`src/rtl/enc_pid_pkg.sv`:
```
// ----------------------------------------------------------------------------
// Encoder PID position controller: package
// Command and register codes, widths, thresholds and shared structs.
// ----------------------------------------------------------------------------
package enc_pid_pkg;

	typedef enum logic [1:0] {
		CMD_EDGE_A = 2'd0,
		CMD_EDGE_B = 2'd1,
		CMD_TICK   = 2'd2,
		CMD_NONE   = 2'd3
	} cmd_t;

	typedef enum logic [2:0] {
		REG_GAIN_P      = 3'd0,
		REG_GAIN_I      = 3'd1,
		REG_GAIN_D      = 3'd2,
		REG_TARGET_MAG  = 3'd3,
		REG_FLIP_PERIOD = 3'd4
	} reg_idx_t;

	localparam int ERR_W   = 33;
	localparam int DIFF_W  = 34;
	localparam int SUM_W   = 40;
	localparam int PROD_P_W = 50;
	localparam int PROD_I_W = 57;
	localparam int PROD_D_W = 51;
	localparam int DRIVE_W = 58;
	localparam int HOLD_W  = 17;

	localparam logic signed [SUM_W:0] SUM_MAX = 41'sd549755811887;
	localparam logic signed [SUM_W:0] SUM_MIN = -(41'sd549755813888);

	// Drive thresholds in Q8.8.
	localparam logic signed [DRIVE_W-1:0] DRIVE_SMALL     = 58'sd2560;
	localparam logic signed [DRIVE_W-1:0] DRIVE_SMALL_NEG = -(58'sd2560);
	localparam logic signed [DRIVE_W-1:0] DRIVE_KICK      = 58'sd3840;
	localparam logic signed [DRIVE_W-1:0] DRIVE_KICK_NEG  = -(58'sd3840);
	localparam logic signed [DRIVE_W-1:0] DRIVE_LIMIT     = 58'sd65280;
	localparam logic signed [DRIVE_W-1:0] DRIVE_LIMIT_NEG = -(58'sd65280);

	typedef struct packed {
		logic [15:0] gain_p;
		logic [15:0] gain_i;
		logic [15:0] gain_d;
		logic [15:0] target_mag;
		logic [15:0] flip_period;
	} cfg_t;

	// One classified item on its way from the front to the back.
	typedef struct packed {
		logic                    tick;
		logic signed [ERR_W-1:0] err;
		logic [31:0]             position;
		logic [15:0]             target;
	} item_t;

endpackage

```
`src/rtl/enc_pid_queue.sv`:
```
// ----------------------------------------------------------------------------
// Encoder PID position controller: item queue
// Short first-in first-out buffer between the front end and the PID back end.
// ----------------------------------------------------------------------------
module enc_pid_queue #(
	parameter int DEPTH = 4
) (
	input  logic               clk,
	input  logic               arst_n,
	input  logic               push,
	input  enc_pid_pkg::item_t din,
	input  logic               pop,
	output enc_pid_pkg::item_t dout,
	output logic               full,
	output logic               empty
);

	localparam int PTR_W = (DEPTH > 1) ? $clog2(DEPTH) : 1;
	localparam int CNT_W = $clog2(DEPTH + 1);

	enc_pid_pkg::item_t slot_q [DEPTH];
	logic [PTR_W-1:0] wr_ptr_q;
	logic [PTR_W-1:0] rd_ptr_q;
	logic [CNT_W-1:0] count_q;
	logic             do_pop;

	assign full   = (count_q == CNT_W'(DEPTH));
	assign empty  = (count_q == '0);
	assign dout   = slot_q[rd_ptr_q];
	assign do_pop = pop && !empty;

	always_ff @(posedge clk) begin
		if (push) begin
			slot_q[wr_ptr_q] <= din;
		end
	end

	always_ff @(posedge clk or negedge arst_n) begin
		if (!arst_n) begin
			wr_ptr_q <= '0;
			rd_ptr_q <= '0;
			count_q  <= '0;
		end else begin
			if (push) begin
				wr_ptr_q <= (wr_ptr_q == PTR_W'(DEPTH - 1)) ? '0 : wr_ptr_q + PTR_W'(1);
			end
			if (do_pop) begin
				rd_ptr_q <= (rd_ptr_q == PTR_W'(DEPTH - 1)) ? '0 : rd_ptr_q + PTR_W'(1);
			end
			if (push && !do_pop) begin
				count_q <= count_q + CNT_W'(1);
			end else if (do_pop && !push) begin
				count_q <= count_q - CNT_W'(1);
			end
		end
	end

endmodule

```
`config.mk`:
```
export PLATFORM = sky130hd
export DESIGN_NAME = enc_pid_queue
export DESIGN_NICKNAME = d
export VERILOG_FILES = /design/src/rtl/enc_pid_pkg.sv /design/src/rtl/enc_pid_queue.sv
export SDC_FILE = /design/constraint.sdc
export NUM_CORES = 1
export LEC_CHECK = 0
export BUFFER_PORTS_ARGS = -buffer_cell sky130_fd_sc_hd__buf_2
export CAP_MARGIN = 20
export CORE_MARGIN = 2
export CORE_UTILIZATION = 55
export DETAILED_ROUTE_END_ITERATION = 10
export PLACE_DENSITY_LB_ADDON = 0.05
export SKIP_LAST_GASP = 1
export SYNTH_ARGS = -nofsm -noshare
export SYNTH_HDL_FRONTEND = slang
export SYNTH_SLANG_ARGS = --single-unit
```
`constraint.sdc`:
```
create_clock -name clk -period 3.55 [get_ports clk]
set_input_delay 0.1775 -clock clk [delete_from_list [all_inputs] [get_ports clk]]
set_output_delay 0.1775 -clock clk [all_outputs]
set_load 0.005 [all_outputs]
```
# Word-level counts from Yosys, hierarchy flattened

Memory sizes are Yosys's and may differ from the RTL's.
Cells that the tools add are included.
Widths: inputs -> output; s select.

Bits of input ports: 86
Memories: 1
RAM bits: 328
Output and inout port bits: 84
Register bits after elaboration: 7

Multiplexer cells: 6
Eq/ne operators: 3
Reduce and logical (&&, ||, !) cells: 8
$add $sub $neg: 4

Memory list:

| name   | depth | width | rd ports | clocked after Yosys merged registers in | wr ports | RTL line            | source |
|---|---|---|---|---|---|---|---|
| slot_q | 4     | 82    | 1        | 0                                       | 1        | enc_pid_queue.sv:21 | `enc_pid_pkg::item_t slot_q [DEPTH];` |

Operators with widths:

| kind                | number |
|---|---|
| $mux 3              | 2 |
| $add 2x1->2 const B | 2 |
| $eq 2x2->1 const B  | 2 |
| $mux 2              | 2 |
| $add 3x1->3 const B | 1 |
| $eq 3x3->1 const B  | 1 |
| $logic_and 1x1->1   | 3 |
| $logic_not 1->1     | 3 |
| $logic_not 3->1     | 1 |
| $sub 3x1->3 const B | 1 |
| $mux 1              | 2 |
| $reduce_bool 2->1   | 1 |

# Longest topological paths before layout

Gate-level depths: netlist (run 1).

Depth after elaboration: 6
Depth in mapped cells: 7

# Least setup slack after synthesis (run 1)

Ideal clock, no wire load.

Kind: register to register
From: register wr_ptr_q[0]
To: memory slot_q[0][0] (netlist bit), enable pin
Period minus slack after synthesis: 2981 ps
Buffers on the path: 0
Data required time: 3101 ps
Cell stages (with the launch flop): 4
Setup slack: 569 ps
Setup time: 449 ps
Arrival time: 2532 ps
Cell sequence: dfrtp_1 inv_1 ha_1 and2_1

RTL lines:

| what                   | RTL line            | source |
|---|---|---|
| start, declared        | enc_pid_queue.sv:22 | `logic [PTR_W-1:0] wr_ptr_q;` |
| start signal, assigned | enc_pid_queue.sv:45 | `wr_ptr_q <= (wr_ptr_q == PTR_W'(DEPTH - 1)) ? '0 : wr_ptr_q + PTR_W'(1);` |
| end, declared          | enc_pid_queue.sv:21 |  |

No word-level cell before the write port.

==> results of run 1 <==
## worst max-delay path, stage by stage, from the launching register on
cell	delay, ps
dfrtp_4	740
buf_12	350
mux4_2	580
buf_2	150
## flip-flops by register name, summed over array words and instances, names as in the netlist
signal,cells
count_q,3
rd_ptr_q,2
slot_q,328
wr_ptr_q,2
## power by group through the flow
stage               Sequential [W]  Clock (W)  Combinational [W]
floorplan                  0.00531          0            0.00196
global placement           0.00548          0            0.00289
detailed placement         0.00552          0            0.00291
CTS                        0.00544    0.00363            0.00300
global route               0.00550    0.00377            0.00318
finish                     0.00542    0.00356            0.00292
## stage by stage
step                setup slack (ps)  instances
finish                           997       1050
global route                     821       1050
CTS                              917       1050
detailed placement              1420        904
global placement                1470        904
floorplan                        569        465
## layout by cell type, fill, tap and decap left out, types with 4 or more instances in the layout
master	synthesis	layout
edfxtp_1	328	328
buf_2	8	169
dlygate4sd3_1	0	84
mux4_2	82	82
clkbuf_16	0	37
clkbuf_1	1	12
ha_1	6	6
buf_12	0	6
dfrtp_1	7	5
and2_4	0	4
clkinv_1	0	4
## routing by layer
layer / GRT usage / up-vias / part of all wire
li1: - / 2573 / -
met1: 0.262 / 3009 / 0.41
met2: 0.322 / 182 / 0.51
met3: 0.0411 / 38 / 0.056
met4: 0.0573 / 0 / 0.021
met5: 0 / - / 0
## final timing paths
| kind | cells past startpoint | end | startpoint |
|---|---|---|---|
| setup / recovery | 3 | dout[70] | rd_ptr_q[0] |
| hold / removal | 3 | rd_ptr_q[0] | pop |
| setup reg to reg | 7 | count_q[2] | count_q[0] |
| hold reg to reg | 1 | count_q[2] | count_q[2] |
| max in group asynchronous | 2 | rd_ptr_q[0] | arst_n |
| min in group asynchronous | 2 | count_q[1] | arst_n |
## logic make-up (layout without fill, tap and decap cells)
group | count (synthesis) | in the layout | share of synthesized area
buffers and inverters | 21 | 326 | 0.0122
flip-flops | 335 | 335 | 0.818
multiplexers | 84 | 84 | 0.153
adder cells (fa/ha/maj) | 7 | 7 | 0.00776
AND/OR/NAND/NOR | 11 | 11 | 0.00470
XOR/XNOR | 3 | 3 | 0.00214
AO/OA/AOI/OAI | 4 | 4 | 0.00245
## layout make-up
| class | instances | area (um^2) |
|---|---|---|
| Clock buffer | 52 | 1010 |
| Clock inverter | 10 | 120 |
| Fill cell | 1377 | 6390 |
| Inverter | 3 | 11.3 |
| Multi-Input combinational cell | 109 | 2090 |
| Sequential cell | 335 | 10000 |
| Tap cell | 280 | 350 |
| Timing Repair Buffer | 261 | 1820 |
==> results.cfg, run 1 <==
[yosys]
synthArstFlopShare = 0.0209
yosys_warnings = 0
synthFlopType = edfxtp_1
synth_top_cell_by_area = edfxtp_1
synth_seq_cells = 335
yosysMostFrequentCell = edfxtp_1
synth_edf_count = 328
seq_area_frac_synth = 0.818
synth_cell_type_count = 21
synth_commonest_cells = edfxtp_1 (328), mux4_2 (82), buf_2 (8)
syn_area_um2 = 12300
syn-mean-instance-area_um2 = 26.3
synth_fp_nets = 558
synthCells = 465
ys_top_cells_by_area = edfxtp_1 (80%), mux4_2 (15%), dfrtp_1 (1.4%)
synth.top_cell.area_share = 0.804

[power]
power_frac_comb = 0.246
p_per_area_nw_per_um2 = 771
leakagePower_nw = 5.36
vdd_drop_max_uv = 464
switchingPower_w = 0.00307
intPower_w = 0.00883
pwr-share-seq = 0.455
power_w = 0.0119
power.share.clock = 0.299
p_sw_frac = 0.258

[critical_path]
cp.arrival_ps = 2380
worstSetupStartpointType = register
worstSetupPathType = reg2out
reg2reg_slack_ps = 1450
endpoint_kind = primary output
required_ps = 3370
crit_path_max_fanout = 38

[detailed_routing]
vias = 5802
remaining_drc_errors = 0
drtPass1Iterations = 4
drt-initial-drc-count = 352
postRouteAntennaNets = 0
wire_per_inst_um = 21.1
via_per_inst = 5.53
wl_um = 22200

[clock_network]
postCtsSetupBuffers = 0
insertion_delay_ps = 500
clk_pin_slew_ps = 50
clock_sinks = 335
cts_max_level = 2
cts_resized = 0
cts_tree = built
cts_root_buffer = clkbuf_16
numCtsBuffers = 35
cts_max_path_buffers = 3
postCtsHoldBufs = 84

[global_routing]
grt_max_degree = 50
grt_pass1_wl_um = 34800
antenna_found_initial = 0
grt_use_total = 0.193
grt_pass1_vias = 6346
grt_overflow = 0

[floorplanning]
die-height_um = 153
core_area_um2 = 21800
die_x_um = 153
io_pins = 170
initial_core_util = 0.561
core.rowCount = 54
die_area_um2 = 23500

[final_layout]
antenna_cells = 0
fin_util = 0.707
design_area_um2 = 15400
final_nets = 838
drive_gt1_frac = 0.408
area_growth_pct = 26.0

[place]
io_buffers = 169
gp_congestion = 0.708
placed_cell_area_um2 = 13500
dp_hpwl_um = 12300

[worst_hold_path]
hp-class = in2reg

[timing]
fin_crit_sh = 0.719
tightest_slew_ps = 789
rsz0062_at_grt = false
final.min_clock_period_ps = 2550
finalSetupViolCount = 0
skew_ps = 9.41
maxSlewViolCount = 0
finalHoldViolations = 0
timing.hold.ws_ps = 41.6
finalSetupTns_ps = 0
max_freq_mhz = 392
slew_headroom = 0.474

[outcome]
status = complete, no violations

[flow_run]
maxCapViolCount = 0
(Power assumes the default switching activity.)
==> inputs of run 2 (changes only) <==
CORE_UTILIZATION = 51   (was 55)
clock period = 2.05 ns   (was 3.55 ns; I/O delays follow)
==> run 2 against run 1 <==
The run now ends with negative setup slack left. Sequential share of layout area down 1.9 points. Clock skew barely moved. Routed wire length up 4.4%. Critical path depth is 1 higher. Non-clock buffer count up 26. Die area increased by 7.6%. Global-route usage decreased by 1.1 points. Core utilization down 3.2 points. Sequential power grew 68%. Critical endpoint is now dout[74]. Largest power group unchanged.
==> results.cfg, run 2 (synthesis gave the netlist of run 1 again) <==
[outcome]
status = finished, violations left
violations = negative setup slack

[place]
dp.cells = 955
placed_cell_area_um2 = 13700
io_buffers = 169
gp_congestion = 0.705
dp_hpwl_um = 13300

[timing]
rsz0062_at_grt = true
max_freq_mhz = 488
final.min_clock_period_ps = 2050
fin_crit_sh = 1.00
finalSetupViolCount = 2
slew_headroom = 0.706
timing.hold.ws_ps = 32.0
maxSlewViolCount = 0
setup_ws_ps = -1.14
skew_ps = 9.05
tightest_slew_ps = 441
finalSetupTns_ps = -1.98
finalHoldViolations = 0

[final_layout]
most-common-layout-cells = edfxtp_1 (328), buf_2 (166), dlygate4sd3_1 (85), mux4_2 (82), clkbuf_16 (43)
antenna_cells = 0
regMostFlops = slot_q
layout.cells.non_filler = 1112
drive_gt1_frac = 0.424
fin_util = 0.675
final_nets = 863
largest_reg_flops = 328
design_area_um2 = 15900
area_growth_pct = 29.7
largestRegisters = slot_q (328), count_q (3)
mostFrequentLayoutCell = edfxtp_1

[critical_path]
worstSetupPathType = reg2out
crit_end = dout[74]
path_delay_family = multiplexers
cp_slowest_stage_delay_ps = 520
r2r-start = count_q[1]
rr_endpoint = count_q[2]
slowest_stage = mux4_2
required_ps = 1950
worstSetupStartpointType = register
startpoint = rd_ptr_q[0]
cp_num_cells = 4
cp.arrival_ps = 1950
cp_num_buf_inv = 3
cp_cell_sequence = buf_12 > buf_16 > mux4_2 > buf_2
endpoint_kind = primary output
r2r_cells = 7
reg2reg_slack_ps = 170
crit_path_max_fanout = 10

[floorplanning]
core.rowCount = 56
die_area_um2 = 25300
core_area_um2 = 23500
io_pins = 170
die_x_um = 159
initial_core_util = 0.520
die-height_um = 159

[global_routing]
grt_overflow = 0
grt_max_degree = 55
grt_pass1_vias = 6345
antenna_found_initial = 0
grt_use_total = 0.182
grt_pass1_wl_um = 35200

[clock_network]
cts_max_path_buffers = 3
cts_root_buffer = clkbuf_16
clk_pin_slew_ps = 60
cts_tree = built
cts_max_level = 2
insertion_delay_ps = 500
clock_sinks = 335
numCtsBuffers = 34

[power]
p_per_area_nw_per_um2 = 1330
leakagePower_nw = 5.55
vdd_drop_max_uv = 754

[detailed_routing]
remaining_drc_errors = 0
wire_per_inst_um = 20.8
vias = 5784
postRouteAntennaNets = 0
wl_um = 23200
drt-initial-drc-count = 311
drtPass1Iterations = 4
via_per_inst = 5.20

[worst_hold_path]
hold_path.startpoint = pop
hp-class = in2reg

[flow_run]
maxCapViolCount = 0
run 2: changes by cell type in the layout (fill, tap and decap cells not counted), sizes merged:
| cell | delta |
|---|---|
| clkinv | -1 |
| dlygate4sd3 | +1 |
| clkbuf | +6 |
| bufinv | -2 |
| buf | +19 |
run 2: power by group:
group	leakage, nW	switching (W)	total [W]	internal [W]
Combinational	1.94	0.00283	0.00629	0.00345
Clock	0.513	0.00233	0.00579	0.00346
Sequential	3.09	0.000327	0.00911	0.00878
Total	5.55	0.00549	0.0212	0.0157
run 2: per-layer routing:
metal | vias to the layer above | routed length (um) | GRT usage
met2 | 141 | 11900 | 0.316
li1 | 2624 | - | -
met1 | 2986 | 9710 | 0.233
met3 | 33 | 1180 | 0.0430
met5 | - | 0 | 0
met4 | 0 | 402 | 0.0550
run 2: final cells by class:
cell class                 instances  area, um^2
sequential                       335       10000
fill                            1567        7650
timing repair buffer             287        2310
multi-input combinational        109        2090
clock buffer                      52         992
tap                              319         399
clock inverter                     7        57.6
inverter                           3        11.3
run 2: worst min path at each step:
stage | endpoint | cells past startpoint
final | rd_ptr_q[0] | 4
after global routing | rd_ptr_q[0] | 4
after CTS | rd_ptr_q[0] | 4
after detailed placement | count_q[0] | 1
after global placement | count_q[0] | 1
after floorplan | count_q[0] | 0
run 2: timing repair:
item | in CTS | in global routing
endpoints found under the setup margin | 77 | 82
resized for setup | 0 | 9
hold buffers | 85 | 0
endpoints found under the hold margin | 337 | 0
gates cloned | 0 | 6
setup buffers | 1 | 6
run 2: worst min-delay path, delay by kind of cell:
family                 cells  cell delay [ps]
AO/OA/AOI/OAI              2              160
buffers and inverters      2              220
run 2: metrics by stage:
| stage | total power (W) | setup WS, ps |
|---|---|---|
| after floorplan | 0.0125 | 49.9 |
| after global placement | 0.0149 | 222 |
| after detailed placement | 0.0150 | 139 |
| after CTS | 0.0209 | -58.4 |
| after global routing | 0.0222 | -70.1 |
| final | 0.0212 | -1.14 |
