<file path="config.mk">
export PLATFORM = sky130hd
export DESIGN_NAME = enc_pid_front
export DESIGN_NICKNAME = d
export VERILOG_FILES = /design/src/rtl/enc_pid_pkg.sv /design/src/rtl/enc_pid_front.sv
export SDC_FILE = /design/constraint.sdc
export NUM_CORES = 1
export LEC_CHECK = 0
export BUFFER_PORTS_ARGS = -buffer_cell sky130_fd_sc_hd__buf_4
export CAP_MARGIN = 20
export CORE_MARGIN = 2
export CORE_UTILIZATION = 64
export CTS_CLUSTER_SIZE = 8
export DETAILED_ROUTE_END_ITERATION = 8
export GPL_ROUTABILITY_DRIVEN = 0
export PLACE_DENSITY_LB_ADDON = 0.1
export SYNTH_ARGS = -nofsm -noshare
export SYNTH_HDL_FRONTEND = slang
export SYNTH_SLANG_ARGS = --single-unit
</file>
<file path="constraint.sdc">
create_clock -name clk -period 10.04 [get_ports clk]
set_clock_uncertainty 0.15 [all_clocks]
set_input_delay 1.004 -clock clk [delete_from_list [all_inputs] [get_ports clk]]
set_output_delay 1.004 -clock clk [all_outputs]
set_load 0.02 [all_outputs]
</file>
<file path="src/rtl/enc_pid_pkg.sv">
// ----------------------------------------------------------------------------
// Encoder PID position controller: package
// Command and register codes, widths, thresholds and shared structs.
// ----------------------------------------------------------------------------
package enc_pid_pkg;

	typedef enum logic [1:0] {
		CMD_EDGE_A = 2'd0,
		CMD_EDGE_B = 2'd1,
		CMD_TICK   = 2'd2,
		CMD_NONE   = 2'd3
	} cmd_t;

	typedef enum logic [2:0] {
		REG_GAIN_P      = 3'd0,
		REG_GAIN_I      = 3'd1,
		REG_GAIN_D      = 3'd2,
		REG_TARGET_MAG  = 3'd3,
		REG_FLIP_PERIOD = 3'd4
	} reg_idx_t;

	localparam int ERR_W   = 33;
	localparam int DIFF_W  = 34;
	localparam int SUM_W   = 40;
	localparam int PROD_P_W = 50;
	localparam int PROD_I_W = 57;
	localparam int PROD_D_W = 51;
	localparam int DRIVE_W = 58;
	localparam int HOLD_W  = 17;

	localparam logic signed [SUM_W:0] SUM_MAX = 41'sd549755811887;
	localparam logic signed [SUM_W:0] SUM_MIN = -(41'sd549755813888);

	// Drive thresholds in Q8.8.
	localparam logic signed [DRIVE_W-1:0] DRIVE_SMALL     = 58'sd2560;
	localparam logic signed [DRIVE_W-1:0] DRIVE_SMALL_NEG = -(58'sd2560);
	localparam logic signed [DRIVE_W-1:0] DRIVE_KICK      = 58'sd3840;
	localparam logic signed [DRIVE_W-1:0] DRIVE_KICK_NEG  = -(58'sd3840);
	localparam logic signed [DRIVE_W-1:0] DRIVE_LIMIT     = 58'sd65280;
	localparam logic signed [DRIVE_W-1:0] DRIVE_LIMIT_NEG = -(58'sd65280);

	typedef struct packed {
		logic [15:0] gain_p;
		logic [15:0] gain_i;
		logic [15:0] gain_d;
		logic [15:0] target_mag;
		logic [15:0] flip_period;
	} cfg_t;

	// One classified item on its way from the front to the back.
	typedef struct packed {
		logic                    tick;
		logic signed [ERR_W-1:0] err;
		logic [31:0]             position;
		logic [15:0]             target;
	} item_t;

endpackage

</file>
<file path="src/rtl/enc_pid_front.sv">
// ----------------------------------------------------------------------------
// Encoder PID position controller: front end
// Accepts items, counts encoder edges, runs the tick and target flip logic
// and forms the position error for control ticks.
// ----------------------------------------------------------------------------
module enc_pid_front (
	input  logic                 clk,
	input  logic                 arst_n,
	input  enc_pid_pkg::cfg_t    cfg,
	input  logic                 period_wr,
	input  logic                 in_valid,
	output logic                 in_ready,
	input  enc_pid_pkg::cmd_t    cmd,
	input  logic                 level_a,
	input  logic                 level_b,
	input  logic                 queue_full,
	output logic                 push,
	output enc_pid_pkg::item_t   item
);

	logic [31:0] pos_q;
	logic [15:0] tick_q;
	logic [15:0] phase_q;
	logic        neg_q;
	logic        busy_q;
	logic [3:0]  step_q;
	logic [15:0] rem_q;
	logic [15:0] div_q;

	logic        accept;
	logic [31:0] pos_nx;
	logic [16:0] phase_inc;
	logic [15:0] phase_nx;
	logic        neg_nx;
	logic [15:0] tgt_neg;
	logic signed [enc_pid_pkg::ERR_W-1:0] err_pos;
	logic signed [enc_pid_pkg::ERR_W-1:0] err_neg;
	logic [16:0] rem_sh;
	logic [16:0] rem_nx;

	assign in_ready = !busy_q && !queue_full;
	assign accept   = in_valid && in_ready;
	assign push     = accept;

	// Tick counter remainder kept incrementally; a wrap of the 16-bit count
	// lands on zero, which is a multiple of any period.
	assign phase_inc = {1'b0, phase_q} + 17'd1;
	assign phase_nx  = (tick_q == 16'hFFFF || phase_inc == {1'b0, cfg.flip_period})
		? 16'd0 : phase_inc[15:0];
	assign neg_nx    = neg_q ^ (cfg.flip_period != 16'd0 && phase_nx == 16'd0);

	assign tgt_neg = 16'd0 - cfg.target_mag;
	assign err_pos = {{17{cfg.target_mag[15]}}, cfg.target_mag} - {pos_q[31], pos_q};
	assign err_neg = {{17{tgt_neg[15]}}, tgt_neg} - {pos_q[31], pos_q};

	// One restoring remainder step per cycle after a period write.
	assign rem_sh = {rem_q, div_q[15]};
	assign rem_nx = (rem_sh >= {1'b0, cfg.flip_period}) ? rem_sh - {1'b0, cfg.flip_period}
		: rem_sh;

	always_comb begin
		pos_nx      = pos_q;
		item.tick   = 1'b0;
		item.err    = err_pos;
		item.target = neg_q ? tgt_neg : cfg.target_mag;
		case (cmd)
			enc_pid_pkg::CMD_EDGE_A: begin
				pos_nx = (level_a == level_b) ? pos_q + 32'd1 : pos_q - 32'd1;
			end
			enc_pid_pkg::CMD_EDGE_B: begin
				pos_nx = (level_a != level_b) ? pos_q + 32'd1 : pos_q - 32'd1;
			end
			enc_pid_pkg::CMD_TICK: begin
				item.tick   = 1'b1;
				item.err    = neg_nx ? err_neg : err_pos;
				item.target = neg_nx ? tgt_neg : cfg.target_mag;
			end
			default: begin
				pos_nx = pos_q;
			end
		endcase
		item.position = pos_nx;
	end

	always_ff @(posedge clk or negedge arst_n) begin
		if (!arst_n) begin
			pos_q   <= '0;
			tick_q  <= '0;
			phase_q <= '0;
			neg_q   <= 1'b0;
		end else if (busy_q && step_q == 4'd15) begin
			phase_q <= rem_nx[15:0];
		end else if (accept) begin
			pos_q <= pos_nx;
			if (cmd == enc_pid_pkg::CMD_TICK) begin
				tick_q  <= tick_q + 16'd1;
				phase_q <= phase_nx;
				neg_q   <= neg_nx;
			end
		end
	end

	always_ff @(posedge clk or negedge arst_n) begin
		if (!arst_n) begin
			busy_q <= 1'b0;
			step_q <= '0;
			rem_q  <= '0;
			div_q  <= '0;
		end else if (period_wr) begin
			busy_q <= 1'b1;
			step_q <= '0;
			rem_q  <= '0;
			div_q  <= tick_q;
		end else if (busy_q) begin
			rem_q  <= rem_nx[15:0];
			div_q  <= {div_q[14:0], 1'b0};
			step_q <= step_q + 4'd1;
			if (step_q == 4'd15) begin
				busy_q <= 1'b0;
			end
		end
	end

endmodule

</file>
* Word level (Yosys, flattened, before mapping)
Index checks and enable logic that the tools add are counted.
Storage, ports and cells: flip-flop bits (word level) 102, bits in latches 0, RAM bits 0, ROM bits 0, input port bits 89, logic and storage cells 65, memories 0
Operators by class: $add $sub $neg 9, $mul 0, divide/modulo/power cells 0, magnitude comparators 1, equality and inequality tests 7, shift-type cells 0, muxes and demuxes 22, bitwise gates (word level) 2, reductions and logical operators 16
Operator list (count):
- 2-to-1 mux 16 bit | 12
- subtractor 16 x 32 -> 33 bit | 2
- 2-to-1 mux 32 bit | 2
- case mux 32 bit (2 select lines) | 1
- 2-to-1 mux 34 bit | 1
- 2-to-1 mux 33 bit | 1
- adder 32 x 1 -> 32 bit, second input constant | 1
- subtractor 32 x 1 -> 32 bit, second input constant | 1
- adder 16 x 1 -> 17 bit, second input constant | 1
- == test 17 x 16 -> 1 bit | 1
- >= comparator 17 x 16 -> 1 bit | 1
- adder 16 x 1 -> 16 bit, second input constant | 1
- == test 16 bit, second input constant | 1
- zero test 16 bit | 1
- nonzero test 16 bit | 1
- subtractor 1 x 16 -> 16 bit, first input constant | 1
- subtractor 16 bit | 1
- 2-to-1 mux 4 bit | 2
- nonzero test 2 bit | 3
- adder 4 x 1 -> 4 bit, second input constant | 1
- == test 4 bit, second input constant | 1
- logical AND 1 bit | 4
- AND reduction 2 bit | 2
- 2-to-1 mux 1 bit | 3
- other kinds (10) | 11

* Logic depth before layout (Yosys ltp)
Gate-level depths: netlist of the first run.
depth in word-level cells 9, depth in mapped cells 20, mapped depth without buffers 17

* Least setup slack after synthesis of the first run
Ideal clock, no wire load.
kind input-to-output, start in cfg[16] (netlist name), end out item[78] (netlist name), arrival time 5490 ps, required time 8886 ps, path slack 3396 ps, cell stages on the path 17, buffers on the path 0, cell sequence or3_1 -> nor3_1 -> nand2b_1 -> or3_1 -> or4_1 -> nor3_1 -> xnor2_1 -> ha_1 -> a21o_1 -> a21oi_1 -> o21bai_1 -> a211oi_1 -> o21ai_0 -> or3_1 -> o21ai_0 -> xor2_1 -> mux2i_1
RTL lines:
- start: declaration | RTL line enc_pid_front.sv:9 | input enc_pid_pkg::cfg_t cfg,
- end: declaration | RTL line enc_pid_front.sv:18 | output enc_pid_pkg::item_t item

==> results of run 1 <==
critical path: cells and delay by family:
family	cells	cell delay, ns
simple gates	8	2.62
mux	1	0.16
compound gates	4	1.45
xor+xnor	1	0.17
fa+ha+maj	1	0.35
buf+inv	2	0.32
cell usage after synthesis, drive strengths merged, types with 3 or more instances:
cell type  number  area share, %
nor2          134            4.4
o2111ai         6           0.46
or4             6           0.39
o22ai           7           0.38
o211ai          7           0.46
and4           12           0.94
fa              3           0.52
mux2i          30            2.6
nand3          38            1.7
or2             6           0.33
a21o           34            2.2
a31oi          16            1.0
a21oi         105            4.9
mux2            6           0.59
a2111oi         3           0.28
o21a           12           0.78
o21bai          6           0.39
nor2b           7           0.38
a211oi         25            1.6
buf            26            1.4
and3           20            1.1
ha             85            9.3
a311oi          4           0.30
o31ai          10           0.65
nand2         146            4.8
nor4           16            1.3
or3            16           0.87
a22oi           6           0.39
nor3           43            1.9
nand4          37            2.1
o221ai          6           0.46
o2111a          3           0.29
o41ai           4           0.37
o21ai         104            4.5
xnor2         147             11
nand2b         32            1.7
and2           11           0.60
clkbuf         33            1.1
o31a            3           0.23
xor2           40            3.0
inv            81            2.6
a41o            3           0.26
dfrtp         102             22
cells by family after synthesis:
group                    after synthesis  synth area share (%)
multiplexers                          36                  3.23
buffers and inverters                141                  5.16
adder cells (fa/ha/maj)               88                  9.77
AND/OR/NAND/NOR                      532                  23.2
AO/OA/AOI/OAI                        390                  22.1
flip-flops                           102                  22.2
XOR/XNOR                             187                  14.2
final timing paths:
path | from | slack, ns | end | cells past startpoint
worst max-delay path | cfg[16] | 2.81 | item[73] | 17
worst min-delay path | pos_q[31] | 0.33 | pos_q[31] | 1
worst max register to register | phase_q[0] | 5.66 | phase_q[5] | 10
worst min register to register | pos_q[31] | 0.33 | pos_q[31] | 1
max in group asynchronous | arst_n | 8.06 | pos_q[6] | 2
min in group asynchronous | arst_n | 0.44 | rem_q[14] | 1
layout make-up:
cell class | count | area, um^2
multi-input combinational | 1233 | 8360
tap | 229 | 287
fill | 1514 | 4990
timing repair buffer | 131 | 983
sequential | 102 | 2550
clock buffer | 9 | 225
inverter | 82 | 308
clock inverter | 7 | 72.6
sequential cells by signal, summed over array words and instances (netlist names):
signal / cells
rem_q: 16
phase_q: 16
neg_q: 1
step_q: 4
tick_q: 16
busy_q: 1
div_q: 16
pos_q: 32
metal layers:
layer,up-vias,part of all wire (%)
li1,5492,-
met1,5275,45
met4,0,1.9
met3,51,6.8
met5,-,0
met2,410,46
per-stage QoR:
stage	hold slack, ns	setup slack, ns	instance area (um^2)
2_1_floorplan	0.295	3.40	11500
3_3_place_gp	0.310	2.98	12500
3_5_place_dp	0.324	2.90	12500
4_1_cts	0.335	2.87	12800
5_1_grt	0.364	2.47	12800
6_report	0.334	2.81	12800
power by group through the flow:
stage,clock [mW],sequential [mW],combinational (mW)
final,0.352,0.470,0.635
after global routing,0.373,0.475,0.696
after CTS,0.358,0.469,0.630
after detailed placement,0,0.477,0.624
after global placement,0,0.476,0.612
after floorplan,0,0.464,0.459
==> run metrics, run 1 <==
Initial Util 64.7%; sw power approximately 0.58 mW; Mapped Cells 1476; CTS H-tree lvls 3; Hold Vio Cnt, Final 0; DRC violations left 0; largest net degree at the start of global routing 70; Post-Route Setup TNS 0 ns; Reg clk slew, reported paths 0.07 ns; worst-path cell chain buf_4 > or3_1 > nor3_1 > nand2b_1 > or3_1 > or4_1 > xor2_1 > ha_1 > and3_1 > nand4_1 > a211oi_1 > o2111ai_1 > and2_1 > o2111a_1 > a311oi_1 > mux2i_1 > buf_4; sequential share of power 32.2%; cell area after synthesis 11500 um^2; Gate power share 43.6%; Final nets 1736; Core Util, Final 71.9%; Data required, critical path 8.89 ns; vias in the first global route roughly 11000; final period utilization between 70 and 80%; arrival time worst endpoint 6.07 ns; DR WL/cell approximately 17 um; CTS max path bufs 2; commonest non-fill, non-tap cell in the layout xnor2_1; CP startpoint kind primary input; global-route usage over all layers a little under a third; CTS tree yes; Cells after DPL 1777; Routed WL about 31000 um; Distinct cells, synth 84; Post-DRT Antenna Nets 0; post-synthesis async set-or-reset flop share 100%; IO Port Bufs roughly 120; synth warn 0; post-cts resize count 0; fraction of final layout cells sized beyond drive strength 1 12.1%; total design power 1.46 mW; syn_area_per_cell 7.79 um^2; first-pass GRT wire length slightly above 50000 um; Synth Register Bits 102; P per Cell Area between 100 and 150 nW/um^2; HP Class flip-flop to flip-flop; Slew @ Worst Pin 0.938 ns; non-filler instance count after layout 1793; outcome finished, final reports clean; die height 138 um; RSZ-0062 raised after global routing false; crit path kind primary input to output pin; die width roughly 140 um; DP Wirelength 23500 um; postcts setup bufs 0; crit path time final just over 7 ns; full die area roughly 19000 um^2; clock latency on the worst-skew pair 0.36 ns; clk sink count 102; max-cap check violation count 0; Post-synth EDFFs 0; CTS Buf Count 9; Internal 0.878 mW; CTS Hold Bufs 0; GRT overflow 0; Fmax achieved 138 MHz; sw frac approximately two fifths; Slew Limit Fails 0; clock root buffer clkbuf_16; CP peak stage delay 0.57 ns; initial DRC count 913; met3 GRT Util 5.54%; largest fanout on the critical path 7; syn_nets 1653; area of the core 17800 um^2; crit end category output pin; leakage dissipation approximately 5.6 nW; ys flop type dfrtp_1; maximum VDD drop 102 uV; Slew Limit Headroom 37.5%; vias per cell 6.26; Setup Viol. Count Final 0; IO Pins about 170; First-pass DRT Iterations 6; met1 Track Usage GR between 40% and 50%; Antenna Cells 0; GR peak layer met2; initial antenna violation count 0; sequential area share after synthesis about 22%; Layout Area Growth over Synthesis 11.2%; M2 GR Usage 52.4%; Rows 49; most frequent cells in the layout xnor2_1, nand2_1, nor2_1; CP max-delay cell a211oi_1; clock power share 24.2%; vias 11200
(Power assumes the default switching activity.)
==> run 2: changes to the inputs <==
--- a/config.mk
+++ b/config.mk
@@ -8,7 +8,7 @@
 export BUFFER_PORTS_ARGS = -buffer_cell sky130_fd_sc_hd__buf_4
 export CAP_MARGIN = 20
 export CORE_MARGIN = 2
-export CORE_UTILIZATION = 64
+export CORE_UTILIZATION = 54
 export CTS_CLUSTER_SIZE = 8
 export DETAILED_ROUTE_END_ITERATION = 8
 export GPL_ROUTABILITY_DRIVEN = 0
==> constraint.sdc (replaced) <==
create_clock -name clk -period 6.3 [get_ports clk]
set_clock_uncertainty 0.15 [all_clocks]
set_input_delay 0.63 -clock clk [delete_from_list [all_inputs] [get_ports clk]]
set_output_delay 0.63 -clock clk [all_outputs]
set_load 0.02 [all_outputs]
==> run 2 against run 1 <==
Register-to-register slack got worse by 3.8 ns; sequential power rose by 60%; worst hold slack got worse by 0.21 ns; die area rose by 18%; combinational power rose by 61%; sequential share of layout area fell by 0.30 points; final cell count rose by 3.2%; wire length rose by 3.7%; critical path type unchanged.
==> run metrics, run 2 (synthesis results as in run 1) <==
outcome finished, final reports clean (unchanged); max FFs per register 32 (unchanged); reg-to-reg endpoint phase_q[5] (unchanged); DR WL/cell 17.2 um (was 17.1 um); initial DRC count 923 (was 913); initial antenna violation count 0 (unchanged); multi-input logic area 8380 um^2 (was 8360 um^2); HP Class primary input to async pin (was flip-flop to flip-flop); IO Port Bufs 124 (unchanged); DP Wirelength 24600 um (was 23500 um); CTS H-tree lvls 3 (unchanged); die height 150 um (was 138 um); sequential share of power 31.5% (was 32.2%); GRT overflow 0 (unchanged); most frequent CP cell buf_4; maximum VDD drop 152 uV (was 102 uV); Largest Register pos_q (unchanged); most frequent cells in the layout xnor2_1, nand2_1, buf_4 (was xnor2_1, nand2_1, nor2_1); fraction of final layout cells sized beyond drive strength 1 13.1% (was 12.1%); IO Pins 173 (unchanged); Slew Limit Headroom 37.0% (was 37.5%); Data required, critical path 5.52 ns (was 8.89 ns); full die area 22500 um^2 (was 19100 um^2); Slew @ Worst Pin 0.945 ns (was 0.938 ns); clock latency on the worst-skew pair 0.37 ns (was 0.36 ns); reg2reg setup slack 1.86 ns (was 5.66 ns); Final nets 1748 (was 1736); worst-path cell chain buf_4 > or3_1 > nor3_1 > nand2b_1 > or3_1 > or4_1 > nor3_2 > xnor2_1 > buf_4 > ha_1 > a21o_1 > a21o_1 > a21oi_2 > nor2b_1 > nor2_1 > a2bb2oi_1 > o31ai_1 > a311oi_1 > mux2i_1 > buf_4 (was buf_4 > or3_1 > nor3_1 > nand2b_1 > or3_1 > or4_1 > xor2_1 > ha_1 > and3_1 > nand4_1 > a211oi_1 > o2111ai_1 > and2_1 > o2111a_1 > a311oi_1 > mux2i_1 > buf_4); P per Cell Area 183 nW/um^2 (was 114 nW/um^2); area of the core 21000 um^2 (was 17800 um^2); CP delay by family, top simple AND/OR/NAND/NOR gates (unchanged); Gate power share 43.0% (was 43.6%); RR Startpoint phase_q[0] (unchanged); Slew Limit Fails 0 (unchanged); global-route usage over all layers 28.0% (was 31.9%); Setup Viol. Count Final 0 (unchanged); sw frac 40.5% (was 39.8%); total design power 2.38 mW (was 1.46 mW); sw power 0.965 mW (was 0.580 mW); clock root buffer clkbuf_16 (unchanged); crit path kind primary input to output pin (unchanged); crit end category output pin (unchanged); Initial Util 54.9% (was 64.7%); commonest non-fill, non-tap cell in the layout xnor2_1 (unchanged); vias in the first global route 10000 (was 10600); arrival time worst endpoint 5.20 ns (was 6.07 ns); largest net degree at the start of global routing 55 (was 70); Antenna Cells 0 (unchanged); CP startpoint kind primary input (unchanged); CTS max path bufs 2 (unchanged); Internal 1.42 mW (was 0.878 mW); register area 2550 um^2 (unchanged); max-cap check violation count 0 (unchanged); leakage dissipation 5.69 nW (was 5.61 nW); FF-to-FF path depth 10 (unchanged); final period utilization a little over nine tenths; Layout Area Growth over Synthesis 12.9% (was 11.2%); met1 Track Usage GR 41.5% (was 44.2%); fillers 1933 (was 1514); Buf+Inv Stages, Crit Path 3 (was 2); Post-DRT Antenna Nets 0 (unchanged); Hold Vio Cnt, Final 0 (unchanged); Routed WL 31800 um (was 30600 um); DRC violations left 0 (unchanged); CTS tree yes (unchanged); clock power share 25.4% (was 24.2%); Core Util, Final 62.0% (was 71.9%); First-pass DRT Iterations 5 (was 6); crit path time final 5.98 ns; CTS Buf Count 9 (unchanged); Reg clk slew, reported paths 0.08 ns (was 0.07 ns); CP max-delay cell or4_1 (was a211oi_1); M2 GR Usage 43.8% (was 52.4%); vias per cell 5.99 (was 6.26); met3 GRT Util 3.20% (was 5.54%); GR peak layer met2 (unchanged); CP peak stage delay 0.51 ns (was 0.57 ns); Fmax achieved roughly 170 MHz; first-pass GRT wire length 51200 um (was 51800 um); vias 11100 (was 11200); clk sink count 102 (unchanged); Rows 53 (was 49); largest fanout on the critical path 9 (was 7); die width 150 um (was 138 um)
[run 2: metal layers]
layer / share of wire (%) / routed length (um)
met1: 48 / 15400
met3: 6.1 / 1930
met2: 44 / 14000
met5: 0 / 0
met4: 1.6 / 504
[run 2: worst max-delay path by stage]
| stage | from | to | depth (start not counted) |
|---|---|---|---|
| after CTS | cfg[16] | item[79] | 20 |
| final | cfg[16] | item[79] | 20 |
| after floorplan | cfg[16] | item[78] | 17 |
| after global routing | cfg[16] | item[78] | 19 |
| after global placement | cfg[16] | item[79] | 20 |
| after detailed placement | cfg[16] | item[79] | 20 |
[run 2: repair_timing]
action	CTS	global route
hold endpoints to repair	0	0
hold buffers	0	0
endpoints found under the setup margin	0	7
gates resized for setup	0	4
buffers inserted	0	1
[run 2: layout make-up]
class / count / area share, %
Tap cell: 275 / 2.65
Clock buffer: 9 / 1.73
Timing Repair Buffer: 143 / 8.27
Inverter: 82 / 2.37
Sequential cell: 102 / 19.7
Clock inverter: 7 / 0.800
Multi-Input combinational cell: 1233 / 64.5
[run 2: stage by stage]
stage	hold slack (ns)	TNS, ns	area, um^2	worst slack, ns	std cells
after floorplan	0.184	0	11500	0.404	1476
after global placement	0.309	0	12600	0.237	1834
after detailed placement	0.317	0	12600	0.189	1834
after CTS	0.160	0	13000	0.169	1850
after global routing	0.185	-0.0248	13000	-0.0178	1851
final	0.129	0	13000	0.320	1851
[run 2: power groups by stage]
stage                     clock network, mW  logic (mW)  registers (mW)
final                                 0.605        1.02           0.751
after global placement                    0       0.999           0.760
after detailed placement                  0        1.01           0.762
after global routing                  0.646        1.13           0.758
after floorplan                           0       0.732           0.740
after CTS                             0.621        1.02           0.750
